$ cat config.mk
export PLATFORM = sky130hd
export DESIGN_NAME = pwli_div
export DESIGN_NICKNAME = d
export VERILOG_FILES = /design/src/rtl/core/pwli_pkg.sv /design/src/rtl/core/pwli_div.sv
export SDC_FILE = /design/constraint.sdc
export NUM_CORES = 1
export LEC_CHECK = 0
export ABC_AREA = 1
export BUFFER_PORTS_ARGS = -buffer_cell sky130_fd_sc_hd__buf_4
export CAP_MARGIN = 20
export CORE_ASPECT_RATIO = 1.1
export CORE_UTILIZATION = 40
export DETAILED_ROUTE_END_ITERATION = 16
export HOLD_SLACK_MARGIN = 0.12
export PLACE_DENSITY = 0.68
export SYNTH_ARGS = -nofsm -noshare
export SYNTH_HDL_FRONTEND = slang
export SYNTH_SLANG_ARGS = --single-unit
$ cat constraint.sdc
create_clock -name i_clk -period 5.9 [get_ports i_clk]
set_input_delay 0.295 -clock i_clk [delete_from_list [all_inputs] [get_ports i_clk]]
set_output_delay 0.295 -clock i_clk [all_outputs]
set_load 0.01 [all_outputs]
$ cat src/rtl/core/pwli_pkg.sv
// types and constants of the piecewise linear interpolator
`default_nettype none

package pwli_pkg;

    localparam int PWLI_MAX_POINTS = 256;
    localparam int PWLI_MIN_POINTS = 2;
    localparam int PNT_W           = 9;
    localparam int FRAC_W          = 16;

    localparam logic ACT_LOAD  = 1'b0;
    localparam logic ACT_QUERY = 1'b1;

    typedef struct packed {
        logic               action;
        logic        [7:0]  load_index;
        logic signed [31:0] load_x;
        logic signed [31:0] load_f;
        logic signed [31:0] query_x;
    } t_in_word;

    typedef struct packed {
        logic signed [31:0] interp_value;
        logic               table_error;
    } t_out_word;

endpackage

`default_nettype wire

$ cat src/rtl/core/pwli_div.sv
// restoring divider for the blend fraction, one quotient bit per cycle
`default_nettype none

module pwli_div (
    input  wire logic        i_clk,
    input  wire logic        i_rst_n,
    input  wire logic        i_start,
    input  wire logic [31:0] i_num,
    input  wire logic [31:0] i_den,
    output logic             o_done,
    output logic [pwli_pkg::FRAC_W-1:0] o_quot
);
    import pwli_pkg::*;

    localparam int CNT_W = $clog2(FRAC_W + 1);

    logic [CNT_W-1:0]  r_cnt;
    logic              r_done;
    logic [31:0]       r_rem;
    logic [31:0]       r_den;
    logic [FRAC_W-1:0] r_quot;

    logic [32:0] w_rem2;
    logic        w_ge;
    logic [31:0] w_rem_n;

    // remainder stays below the divisor, so it always fits 32 bits
    always_comb begin
        w_rem2  = {r_rem, 1'b0};
        w_ge    = (w_rem2 >= {1'b0, r_den});
        w_rem_n = w_ge ? 32'(w_rem2 - {1'b0, r_den}) : w_rem2[31:0];
    end

    always_ff @(posedge i_clk) begin
        if (!i_rst_n) begin
            r_cnt  <= '0;
            r_done <= 1'b0;
        end else begin
            r_done <= 1'b0;
            if (i_start) begin
                r_rem <= i_num;
                r_den <= i_den;
                r_cnt <= CNT_W'(FRAC_W);
            end else if (r_cnt != '0) begin
                r_rem  <= w_rem_n;
                r_quot <= {r_quot[FRAC_W-2:0], w_ge};
                r_cnt  <= r_cnt - CNT_W'(1);
                if (r_cnt == CNT_W'(1)) begin
                    r_done <= 1'b1;
                end
            end
        end
    end

    assign o_done = r_done;
    assign o_quot = r_quot;

endmodule

`default_nettype wire

After elaboration in Yosys (flattened, before gate mapping)
Index checks and enable logic that the tools add are counted.
{"block": "word_totals", "register_bits": 86, "latch_bits": 0, "ram_bits": 0, "rom_bits": 0, "out_inout_bits": 17, "wordCells": 26, "mem_count": 0}
{"block": "op_classes", "addsub": 2, "mul": 0, "div": 0, "order_cmp": 1, "n_eq_ne": 1, "shift": 0, "n_mux": 6, "n_bitwise": 3, "n_reduce_logical": 7}
{"cell": "32-bit two-way mux", "count": 3}
{"cell": "33-bit by 32-bit >= comparator with 1-bit output", "count": 1}
{"cell": "32-bit subtractor", "count": 1}
{"cell": "5-bit two-way mux", "count": 2}
{"cell": "5-bit by 1-bit equality test with 1-bit output, second input constant", "count": 1}
{"cell": "5-bit nonzero test", "count": 1}
{"cell": "5-bit by 1-bit subtractor with 5-bit output, second input constant", "count": 1}
{"cell": "2-bit AND reduction", "count": 2}
{"cell": "1-bit inverter", "count": 3}
{"cell": "3-bit AND reduction", "count": 1}
{"cell": "3-bit OR reduction", "count": 1}
{"cell": "2-bit nonzero test", "count": 1}
{"cell": "2-bit OR reduction", "count": 1}
{"cell": "1-bit two-way mux", "count": 1}

Depth between registers and ports, before layout
Gate-level depths: netlist of the first run.
{"block": "logic_depth", "depth_word": 4, "mapped_depth": 17}

Worst setup path before layout of the first run
OpenSTA, ideal clock, no wires.
{"block": "synth_timing", "path_kind": "register -> register", "from": "register r_cnt[0]", "to": "register r_rem[0], enable pin", "setup_ns": 0.466, "arrival_time_ns": 3.005, "required_time_ns": 5.434, "setup_slack_ns": 2.429, "stages_incl_launch_ff": 6, "cell_sequence": "dfxtp_1 -> inv_1 -> ha_1 -> inv_1 -> nor2_1 -> o21ai_0"}
{"block": "synth_between", "elab_chain_len": 3}
{"element": "start: declaration", "line_no": "pwli_div.sv:17", "text": "logic [CNT_W-1:0] r_cnt;"}
{"element": "start signal: assignment", "line_no": "pwli_div.sv:43", "text": "r_cnt <= CNT_W'(FRAC_W);"}
{"element": "start signal: assignment", "line_no": "pwli_div.sv:47", "text": "r_cnt <= r_cnt - CNT_W'(1);"}
{"element": "5-bit nonzero test", "line_no": "pwli_div.sv:44", "text": "end else if (r_cnt != '0) begin"}
{"element": "2-bit nonzero test (no line)"}
{"element": "2-bit AND reduction (no line)"}
{"element": "end signal: assignment", "line_no": "pwli_div.sv:41", "text": "r_rem <= i_num;"}
{"element": "end signal: assignment", "line_no": "pwli_div.sv:45", "text": "r_rem <= w_rem_n;"}
{"element": "end: declaration", "line_no": "pwli_div.sv:19", "text": "logic [31:0] r_rem;"}
No other way between the ends.
A chain may end at the register's enable or synchronous reset.

Final worst setup path of the first run
{"block": "layout_timing", "from": "register r_rem[27]", "to": "register r_rem[27], data pin"}
{"block": "layout_between", "elab_chain_len": 4}
{"element": "33-bit by 32-bit >= comparator with 1-bit output", "line_no": "pwli_div.sv:30", "text": "w_ge = (w_rem2 >= {1'b0, r_den});"}
{"element": "32-bit two-way mux", "line_no": "pwli_div.sv:31", "text": "w_rem_n = w_ge ? 32'(w_rem2 - {1'b0, r_den}) : w_rem2[31:0];"}
{"element": "32-bit two-way mux", "line_no": "pwli_div.sv:44"}
{"element": "32-bit two-way mux", "line_no": "pwli_div.sv:40", "text": "if (i_start) begin"}
No other way between the ends. The select of a mux whose other input is x is not followed.

==> reports/metrics.cfg, run 1 <==
[synth]
yosysTopAreaCell=edfxtp_1
syn_area_per_cell_um2=7.21
syn_area_um2=6290
synthTopCellsByArea=edfxtp_1, nand2_1, inv_1
synth_cells=872
synth.top_cell.area_share_pct=38.2
yosys_warnings=0
ys.flop_type=edfxtp_1
synth.distinct_cells=35
async_reset_ff_share_pct=0
synth_edf_count=80
yosysSeqAreaShare_pct=40.1
syn-num-nets=975
ys_ff_latch=86

[power]
pwr-share-clk_pct=23.4
switchingPower_mw=0.934
powerDensity_nw_per_um2=311
p_leak_nw=4.01
ir_drop_mv=0.155
power_mw=2.39
intPower_mw=1.46
p_seq_share_pct=33.9
swShare_pct=39.0
pwr-share-comb_pct=42.8

[sta]
slew_headroom_pct=43.6
post-route-min-period_ns=3.05
drv_slew=0
fin_setup_tns_ns=0
tightest_slew_ns=0.843
final.period_utilization_pct=51.7
rsz0062_at_grt=no
fmax_ghz=0.328
fin_skew_ns=0.00580
hold_violations=0
setup_viol=0

[clock_network]
postCtsSetupBuffers=0
htreeDepth=3
cts_tree=built
post_cts_resized=0
clock_latency_ns=0.36
cts-buffers-inserted=9
root_buffer=clkbuf_16
clock-sinks=86
ctsLongestPathBuffers=2
clk_pin_slew_ns=0.07

[routing]
firstDrtPassIters=7
vias=5509
via_per_inst=4.65
final_antenna_net_count=0
drt_iter0_markers=246
wl_um=16100
wl_per_cell_um=13.6
drcViolationCount=0

[final_layout]
fin_nets=1088
regArea_um2=2520
area_growth_pct=22.5
final.fill_count=1535
multi_input_area_um2=3000
n_antenna_cell=0
drive_above_1_share_pct=12.5

[global_routing]
antenna_found_initial=0
grt_pass1_wl_um=25800
grt-ovfl-total=0
track_usage_pct=20.8
busiest_layer=met2
grt_max_degree=37
grt_pass1_vias=5417
use_met2_pct=35.6
use_met1_pct=26.5
grt_use_met3_pct=3.17

[setup_path]
crit_fanout=33
critPathKind=reg -> reg
required_ns=6.13
crit_chain=ha_1, nand2_1, inv_1, nand2_1, nand2_1, a21oi_1, nand2_1, nor2_4, nand2_4, nand3_2, nand2_1, nand2_1
crit_arrival_ns=3.28
timing.critical_path.mode_cell=nand2_1
end_kind=flop
slowest_stage=nor2_4
worst_path_largest_cell_delay_ns=0.65
startpoint_type=flop

[floorplanning]
rows=47
die-area_um2=16200
fp.dieW_um=122
start_util_pct=41.3
pin_count=84
die_h_um=133
coreArea_um2=15200

[min_path]
hp-class=in -> reg

[placement]
routabilityCongestion=0.886
dp_hpwl_um=12000
portBuffers=83

[run]
cap_viol_max_count=0

[status]
status=finished, final reports clean

[Yosys cell counts, types with 5 or more instances]
| library cell | number |
|---|---|
| nand2_1 | 330 |
| a21oi_1 | 21 |
| nand3b_1 | 25 |
| nand4_1 | 9 |
| nand2_2 | 6 |
| o21ai_0 | 6 |
| nand3_1 | 68 |
| and2_1 | 6 |
| nand3_2 | 5 |
| edfxtp_1 | 80 |
| dfxtp_1 | 6 |
| nor2_1 | 47 |
| inv_1 | 171 |
| ha_1 | 35 |
| xnor2_1 | 15 |
[state kept, by name (all words and copies together) (netlist names)]
name    count
r_cnt       5
r_rem      32
r_den      32
o_done      1
o_quot     16
[power by group through the flow]
| stage | Combinational (mW) | Clock [mW] | Sequential, mW |
|---|---|---|---|
| final | 1.02 | 0.559 | 0.810 |
| after global routing | 1.16 | 0.588 | 0.819 |
| after CTS | 1.03 | 0.567 | 0.810 |
| after detailed placement | 1.00 | 0 | 0.822 |
| after global placement | 0.995 | 0 | 0.821 |
| after floorplan | 0.762 | 0 | 0.819 |
[stage by stage]
step / hold slack (ns) / worst slack [ns] / area, µm² / std cells / utilization [%]
2_1_floorplan: 0.394 / 2.43 / 6290 / 872 / -
3_3_place_gp: 0.430 / 2.80 / 7070 / 1137 / 46.4
3_5_place_dp: 0.436 / 2.80 / 7070 / 1137 / 46.4
4_1_cts: 0.154 / 2.79 / 7670 / 1185 / 50.4
5_1_grt: 0.180 / 2.55 / 7700 / 1186 / 50.6
6_report: 0.164 / 2.85 / 7700 / 1186 / 50.6
[worst max-delay path: cells and delay by family (launching register included)]
kind | cells | cell delay [ns]
DFF | 1 | 0.41
adders and majority gates | 1 | 0.38
AOI/OAI and AO/OA | 1 | 0.19
buffers and inverters | 1 | 0.06
and+or+nand+nor | 9 | 1.86
[area by class of cell]
| class | count | share of cell area (%) |
|---|---|---|
| multi-input cells | 594 | 39.0 |
| flip-flops and latches | 86 | 32.7 |
| inverters | 176 | 8.58 |
| repair buffers | 118 | 12.8 |
| clock inverters | 5 | 0.569 |
| clock buffers | 11 | 3.15 |
| well taps | 196 | 3.18 |
[routing by layer]
metal / wire (µm) / vias up
li1: - / 2938
met3: 600 / 17
met1: 7500 / 2447
met2: 7760 / 107
met5: 0 / -
met4: 258 / 0
[logic make-up (layout without fill, tap and decap cells)]
| logic type | count (synthesis) | after routing | synth area share (%) |
|---|---|---|---|
| adder cells (fa/ha/maj) | 36 | 36 | 7.28 |
| AND/OR/NAND/NOR | 509 | 509 | 35.3 |
| buffers and inverters | 192 | 310 | 12.2 |
| XOR/XNOR | 16 | 16 | 2.23 |
| AO/OA/AOI/OAI | 33 | 33 | 2.89 |
| flip-flops | 86 | 86 | 40.1 |
[repair_timing]
| action | CTS | global route |
|---|---|---|
| endpoints found under the hold margin | 32 | 0 |
| hold buffers | 32 | 0 |
| endpoints found under the setup margin | 0 | 0 |
[cells in the final DEF (no fill, tap or decap), drive strengths merged, types with 2 or more instances in the layout]
cell type,instances
nor3,3
clkinv,7
clkbuf,11
nand2,338
edfxtp,80
dfxtp,6
nand3b,25
o21a,2
ha,35
xnor2,15
o21ai,6
o21bai,2
dlygate4sd3,32
nand4,9
buf,86
inv,174
nor2,52
nand3,73
and2,6
a21oi,22
[worst paths after layout]
kind,from,slack (ns),cells after the start,to
worst min-delay path,i_rst_n,0.16,3,r_cnt[4]
worst min register to register,o_quot[8],0.45,0,o_quot[9]
worst max-delay path,r_rem[27],2.85,12,r_rem[27]
worst max register to register,r_rem[27],2.85,12,r_rem[27]
(Power assumes the default switching activity.)
==> run 2: changes to the inputs <==
--- a/config.mk
+++ b/config.mk
@@ -12,7 +12,7 @@
 export CORE_UTILIZATION = 40
 export DETAILED_ROUTE_END_ITERATION = 16
 export HOLD_SLACK_MARGIN = 0.12
-export PLACE_DENSITY = 0.68
+export PLACE_DENSITY = 0.7
 export SYNTH_ARGS = -nofsm -noshare
 export SYNTH_HDL_FRONTEND = slang
 export SYNTH_SLANG_ARGS = --single-unit
==> constraint.sdc (replaced) <==
create_clock -name i_clk -period 2.55 [get_ports i_clk]
set_input_delay 0.1275 -clock i_clk [delete_from_list [all_inputs] [get_ports i_clk]]
set_output_delay 0.1275 -clock i_clk [all_outputs]
set_load 0.01 [all_outputs]
==> run 2 against run 1 <==
Against the previous run:
- final area rose by 5.5%
- combinational power grew 140%
- wire length fell by 0.38%
- power is 140% higher
- non-clock buffer count up 41
- critical path depth rose by 1
- sequential share of layout area shrank 1.7 points
- clock-buffer cell count is 2 lower
- critical path type unchanged
- critical endpoint is now r_rem[28]
==> reports/metrics.cfg, run 2 (synthesis gave the netlist of run 1 again) <==
[clock_network]
ctsLongestPathBuffers=2
cts_tree=built
clock_latency_ns=0.35
htreeDepth=3
clock-sinks=86
cts-buffers-inserted=9
clk_pin_slew_ns=0.07
root_buffer=clkbuf_16
postCtsSetupBuffers=0

[sta]
final.period_utilization_pct=92.3
drv_slew=0
setup_viol=0
slew_headroom_pct=58.0
fmax_ghz=0.425
layout_setup_ws_ns=0.197
rsz0062_at_grt=yes
hold_violations=0
post-route-min-period_ns=2.35
tightest_slew_ns=0.629
fin_skew_ns=0.0110

[setup_path]
worstReg2RegStart=r_rem[21]
critPathKind=reg -> reg
r2r_cells=13
crit_arrival_ns=2.46
r2r_slack_ns=0.20
required_ns=2.66
reg2reg_to=r_rem[28]
end_kind=flop
crit_fanout=14
startpoint_type=flop

[routing]
firstDrtPassIters=5
drcViolationCount=0
final_antenna_net_count=0
vias=5736
wl_um=16100
drt_iter0_markers=370
via_per_inst=4.67
wl_per_cell_um=13.1

[min_path]
min-delay-start=i_start
hp-class=in -> reg
min_to=r_rem[3]
hold_depth=3

[floorplanning]
rows=47
die-area_um2=16200
start_util_pct=41.3
die_h_um=133
fp.dieW_um=122
pin_count=84
coreArea_um2=15200

[run]
cap_viol_max_count=0

[placement]
place_ws_ns=0.162
post_dp_cell_area_um2=7160
dp_hpwl_um=12200
routabilityCongestion=0.958
portBuffers=83

[final_layout]
area_growth_pct=29.2
stdcell_area_um2=8120
n_antenna_cell=0
drive_above_1_share_pct=13.2
final_cell_mix=nand2_1, inv_1, buf_4
post-route-util_pct=53.3
layout_commonest_cell=nand2_1
fin_nets=1129
final.fill_count=1491

[status]
status=finished, final reports clean

[global_routing]
track_usage_pct=21.3
grt_pass1_wl_um=26800
antenna_found_initial=0
grt-ovfl-total=0
grt_max_degree=37
grt_pass1_vias=5688

[power]
power_mw=5.65
ir_drop_mv=0.380
powerDensity_nw_per_um2=695
p_leak_nw=4.19

## run 2: changes by cell type in the layout (fill, tap and decap cells not counted), moves of 2 or more
cell,delta
dlygate4sd3_1,+33
buf_4,+6
buf_12,+2
inv_6,+3
clkinv_4,-4
## run 2: layout make-up
type | count | area [µm²] | share of cell area (%)
multi-input cells | 594 | 3010 | 37.1
well taps | 196 | 245 | 3.02
inverters | 176 | 661 | 8.13
repair buffers | 159 | 1390 | 17.1
clock buffers | 9 | 225 | 2.77
clock inverters | 7 | 70.1 | 0.862
flip-flops and latches | 86 | 2520 | 31.0
## run 2: worst max-delay path, stage by stage (launching register included)
cell      delay (ns)
edfxtp_1        0.40
ha_1            0.45
nand2_2         0.10
nor2_2          0.18
nand2_1         0.12
nor2_2          0.17
nand2_1         0.08
nand2_1         0.10
nor2_4          0.05
nand2_4         0.09
buf_12          0.15
nand3_1         0.09
nand2_1         0.07
nand2_1         0.05
## run 2: worst max-delay path by stage
stage                    from   endpoint  slack (ns)  cells past startpoint
floorplan           r_rem[27]  r_rem[16]        0.53                     12
global placement    r_rem[20]  r_rem[18]        0.17                     13
detailed placement   r_rem[2]   r_rem[7]        0.16                     14
CTS                  r_rem[2]   r_rem[7]        0.14                     14
global route         r_rem[6]  r_rem[16]      -0.003                     13
finish              r_rem[21]  r_rem[28]        0.20                     13
## run 2: what timing repair did
item | in CTS | in global routing
hold buffers | 65 | 0
endpoints found under the setup margin | 0 | 18
endpoints found under the hold margin | 65 | 0
resized for setup | 0 | 5
## run 2: through the flow
| step | setup TNS [ns] | hold slack (ns) | instances |
|---|---|---|---|
| detailed placement | 0 | 0.307 | 1146 |
| global placement | 0 | 0.306 | 1146 |
| floorplan | 0 | 0.226 | 872 |
| CTS | 0 | 0.318 | 1227 |
| finish | 0 | 0.321 | 1227 |
| global route | -0.00308 | 0.341 | 1227 |
## run 2: routing by layer
layer | vias up | share of wire [%] | global-route usage, %
met3 | 16 | 4.2 | 4.15
met5 | - | 0 | 0
met4 | 0 | 1.8 | 6.38
met2 | 120 | 48 | 36.3
met1 | 2572 | 46 | 26.9
li1 | 3028 | - | -
## run 2: where the power goes
group / internal [mW] / switching (mW) / total (mW)
clock network: 0.690 / 0.620 / 1.31
registers: 1.79 / 0.0883 / 1.88
logic: 0.970 / 1.49 / 2.46
